<file path="src/rtl/core/mesh_tangent_accumulator_assert.svh">
// Assertion macros for the tangent accumulator
`ifndef MESH_TANGENT_ACCUMULATOR_ASSERT_SVH
`define MESH_TANGENT_ACCUMULATOR_ASSERT_SVH
`ifndef ASSERT_OFF
`define MTA_ASSERT(label, clk, rst_n, prop, msg) \
  label: assert property (@(posedge clk) disable iff (!rst_n) (prop)) else $error(msg);
`define MTA_ASSERT_NEXT(label, clk, rst_n, ante, cons, msg) \
  label: assert property (@(posedge clk) disable iff (!rst_n) (ante) |=> (cons)) else $error(msg);
`else
`define MTA_ASSERT(label, clk, rst_n, prop, msg)
`define MTA_ASSERT_NEXT(label, clk, rst_n, ante, cons, msg)
`endif
`endif

</file>
<file path="src/rtl/core/mta_pkg.sv">
package mta_pkg;
  localparam int unsigned MaxVertices = 1024;
  localparam int unsigned IdxW = 10;
  localparam int unsigned FracBits = 16;
  localparam int unsigned SumW = 48;
  localparam int unsigned CntW = 16;

  typedef enum logic [1:0] {
    KIND_LOAD = 2'd0,
    KIND_TRI = 2'd1,
    KIND_READ = 2'd2,
    KIND_CLEAR = 2'd3
  } kind_e;

  typedef struct packed {
    logic [1:0] kind;
    logic [9:0] vertex_index;
    logic [9:0] corner_b;
    logic [9:0] corner_c;
    logic signed [31:0] pos_x;
    logic signed [31:0] pos_y;
    logic signed [31:0] pos_z;
    logic signed [31:0] tex_u;
    logic signed [31:0] tex_v;
  } in_item_t;

  typedef struct packed {
    logic [9:0] read_index;
    logic signed [31:0] tangent_x;
    logic signed [31:0] tangent_y;
    logic signed [31:0] tangent_z;
    logic [15:0] use_count;
    logic degenerate_seen;
  } out_item_t;

  typedef enum logic [4:0] {
    ST_IDLE, ST_LD, ST_RDA, ST_RDB, ST_RDC, ST_DIFF, ST_MUL, ST_MUL2, ST_COMB,
    ST_DIV_SETUP, ST_DIV_INT, ST_DIV_FRAC, ST_DIV_DONE, ST_ACC_RD, ST_ACC_WR,
    ST_RD_RD, ST_RD_DIV, ST_RD_OUT, ST_CLR
  } state_e;

  function automatic logic signed [31:0] sat32(input logic signed [64:0] v);
    if (v > 65'sd2147483647) return 32'sh7FFFFFFF;
    if (v < -65'sd2147483648) return 32'sh80000000;
    return v[31:0];
  endfunction

  // product truncated toward zero then shifted by the fraction
  function automatic logic signed [63:0] qtrunc(input logic signed [63:0] p);
    logic [63:0] m;
    m = p[63] ? 64'(-p) : 64'(p);
    m = m >> FracBits;
    return p[63] ? -$signed(m) : $signed(m);
  endfunction
endpackage

</file>
<file path="src/rtl/core/mta_front.sv">
// Input queue: two entries so the front keeps taking beats while the back works.
module mta_front (
  input  logic clk_i,
  input  logic rst_ni,
  input  logic in_valid_i,
  output logic in_stall_o,
  input  mta_pkg::in_item_t in_data_i,
  output logic q_valid_o,
  input  logic q_pop_i,
  output mta_pkg::in_item_t q_data_o
);
  mta_pkg::in_item_t mem_q [2];
  logic rp_q, rp_d, wp_q, wp_d;
  logic [1:0] cnt_q, cnt_d;
  logic push;

  assign in_stall_o = (cnt_q == 2'd2);
  assign push = in_valid_i && !in_stall_o;
  assign q_valid_o = (cnt_q != 2'd0);
  assign q_data_o = mem_q[rp_q];

  always_comb begin
    rp_d = rp_q ^ (q_pop_i && q_valid_o);
    wp_d = wp_q ^ push;
    cnt_d = cnt_q + 2'(push) - 2'(q_pop_i && q_valid_o);
  end

  always_ff @(posedge clk_i or negedge rst_ni) begin
    if (!rst_ni) begin
      rp_q <= 1'b0;
      wp_q <= 1'b0;
      cnt_q <= 2'd0;
    end else begin
      rp_q <= rp_d;
      wp_q <= wp_d;
      cnt_q <= cnt_d;
    end
  end

  always_ff @(posedge clk_i) begin
    if (push) mem_q[wp_q] <= in_data_i;
  end
endmodule

</file>
<file path="config.mk">
export PLATFORM = sky130hd
export DESIGN_NAME = mta_front
export DESIGN_NICKNAME = d
export VERILOG_FILES = /design/src/rtl/core/mesh_tangent_accumulator_assert.svh /design/src/rtl/core/mta_pkg.sv /design/src/rtl/core/mta_front.sv
export SDC_FILE = /design/constraint.sdc
export NUM_CORES = 1
export LEC_CHECK = 0
export BUFFER_PORTS_ARGS = -buffer_cell sky130_fd_sc_hd__buf_2
export CAP_MARGIN = 15
export CORE_UTILIZATION = 35
export CTS_BUF_LIST = sky130_fd_sc_hd__clkbuf_8
export DETAILED_ROUTE_END_ITERATION = 6
export SLEW_MARGIN = 15
export SYNTH_ARGS = -nofsm -noshare
export SYNTH_HDL_FRONTEND = slang
export SYNTH_SLANG_ARGS = --single-unit
</file>
<file path="constraint.sdc">
create_clock -name clk_i -period 16.05 [get_ports clk_i]
set_clock_uncertainty 0.1 [all_clocks]
set_input_delay 0.8025 -clock clk_i [delete_from_list [all_inputs] [get_ports clk_i]]
set_output_delay 0.8025 -clock clk_i [all_outputs]
set_load 0.005 [all_outputs]
</file>
==> results.cfg <==
[status]
status = complete, no violations

[floorplan]
die_x_um = 203
num_io_pins = 390
num_rows = 73
die-area_um2 = 41100
start_util_pct = 35.5
core_area_um2 = 39700
die_h_um = 203

[synth]
ys_ff_latch = 388
ys_types = 15
syn_nets = 817
netlist_area_um2 = 14100
synth_area_per_cell_um2 = 22.8
postSynthCellCount = 617
ys_seq_area_share_pct = 82.5
yosysWarningCount = 0

[clock_tree]
cts_tree = done
post_cts_buffers = 0
cts_buffers = 67
cts_resized = 0
clk_pin_slew_ns = 0.06
cts_root_buffer = clkbuf_8
cts.sinks = 388
insertion_delay_ns = 0.59
clk_path_buf_depth = 3
h-tree-depth = 3

[route]
firstDrtPassIters = 4
wl_per_cell_um = 17.8
wl_mm = 29.0
vias = 7275
vias_per_cell = 4.45
drt_iter0_drc = 292
route.detailed.drc = 0
ant_nets = 0

[sta]
setup_tns_ns = 0
period_share_pct = 25.1
drv_slew = 0
hold_violations = 0
min_period_ns = 4.02
fmax_mhz = 249
rsz0062_at_grt = no
worstMarginPinSlew_ns = 1.01
whs_ns = 0.298
setup_viol = 0
slew_headroom_pct = 32.5

[pwr]
p_clk_share_pct = 27.2
leakagePower_nw = 6.73
combPwrFrac_pct = 26.2
power_mw = 3.14
powerDensity_nw_per_um2 = 176
sw_frac_of_total_pct = 27.6
p_int_mw = 2.27
power.switching_mw = 0.868
peakVddDrop_mv = 0.109
seqPwrFrac_pct = 46.6

[grt]
overflow = 0
grt_max_degree = 74
grt_pass1_wl_mm = 43.0
antenna_found_initial = 4
globalRouteTotalUtil_pct = 13.9
grt_pass1_vias = 7822

[worst_setup_path]
cp_data_arrival_time_ns = 3.12
cp.required_ns = 15.15
end_kind = output port
path_max_fanout = 70
worstSetupStartpointType = flip-flop
path_class = reg2out

[place]
place.gp.congestion = 0.737
io_buffers = 389
dp_hpwl_mm = 18.4

[final_layout]
fin_nets = 1262
multiInputGateArea_um2 = 2290
mostFrequentLayoutCells = 389 x buf_2, 384 x edfxtp_1, 192 x mux2_2
layout_commonest_cell = buf_2
syn2layout_area_growth_pct = 26.9
fillers = 3529
drive_gt1_share_pct = 60.6
seq_area_um2 = 11600

[job]
drv_cap = 0

[worst_hold_path]
hold_class = in2reg
==> final cells by class <==
| class | count | area share [%] |
|---|---|---|
| Antenna cell | 1 | 0.0140 |
| Clock buffer | 73 | 5.62 |
| Clock inverter | 42 | 1.50 |
| Inverter | 4 | 0.0839 |
| Multi-Input combinational cell | 204 | 12.8 |
| Sequential cell | 388 | 65.1 |
| Tap cell | 525 | 3.67 |
| Timing Repair Buffer | 397 | 11.2 |
==> worst paths after layout <==
kind	from	endpoint	slack, ns	cells past startpoint
max	rp_q$_DFF_PN0_	q_data_o[174]	12.03	3
min	in_data_i[188]	mem_q[0][188]$_DFFE_PP_	0.30	1
max reg2reg	cnt_q[0]$_DFF_PN0_	mem_q[1][105]$_DFFE_PP_	12.83	5
min reg2reg	cnt_q[1]$_DFF_PN0_	cnt_q[1]$_DFF_PN0_	0.42	1
max in group asynchronous	rst_ni	rp_q$_DFF_PN0_	15.25	2
min in group asynchronous	rst_ni	cnt_q[1]$_DFF_PN0_	0.45	2
==> cell usage after synthesis <==
| cell type | n | area [um2] |
|---|---|---|
| edfxtp_1 | 384 | 11500 |
| mux2_2 | 192 | 2160 |
| buf_4 | 11 | 82.6 |
| buf_6 | 8 | 90.1 |
| dfrtp_1 | 4 | 100 |
| ha_1 | 4 | 50.1 |
| inv_1 | 4 | 15.0 |
| buf_2 | 2 | 10.0 |
| xnor2_1 | 2 | 17.5 |
| and2_1 | 1 | 6.26 |
| nand2_1 | 1 | 3.75 |
| nand2b_1 | 1 | 6.26 |
| o21a_1 | 1 | 7.51 |
| or2_2 | 1 | 6.26 |
| xor2_1 | 1 | 8.76 |
==> cells by family after synthesis <==
family	share of synthesized area (%)
xor gates and xnor gates	0.186
and+or+nand+nor	0.160
adders and majority gates	0.355
muxes	15.3
DFF	82.5
buffers and inverters	1.40
AOI/OAI and AO/OA	0.0533
==> metal layers <==
layer  GRT usage, %  vias to the layer above  part of all wire (%)
met4           6.04                        6                   2.3
met1           15.0                     3564                    38
met5              0                        -                  0.13
met3           6.18                       58                   9.4
li1               -                     3365                     -
met2           23.5                      282                    50
==> worst max-delay path, cell delays in order (launching register included) <==
cell and delay (ns):
dfrtp_4 1.01, buf_4 0.84, mux2_2 0.42, buf_2 0.13
==> per-stage QoR <==
step	cell area, um2	setup slack [ns]	util (%)	instances
after detailed placement	16600	12.48	41.8	1517
final	17900	12.03	45.0	1634
after floorplan	14100	9.99	-	617
after global routing	17900	11.78	45.0	1633
after CTS	17900	11.88	45.0	1633
after global placement	16600	12.46	41.8	1517
==> power groups by stage <==
stage                     Clock [mW]  Sequential (mW)  Combinational, mW
after floorplan                    0             1.49              0.525
after detailed placement           0             1.49              0.845
after global routing           0.933             1.49              0.892
final                          0.854             1.46              0.822
after global placement             0             1.48              0.847
after CTS                      0.890             1.47              0.850
==> flip-flops by register name, summed over array words and instances, names as in the netlist <==
register	count
mem_q	384
cnt_q	2
rp_q	1
wp_q	1
==> what timing repair did <==
action / in CTS / in global routing
endpoints found under the setup margin: 0 / 0
endpoints found under the hold margin: 4 / 0
hold buffers: 1 / 0
Note: power is estimated with default switching activity, not from simulation.
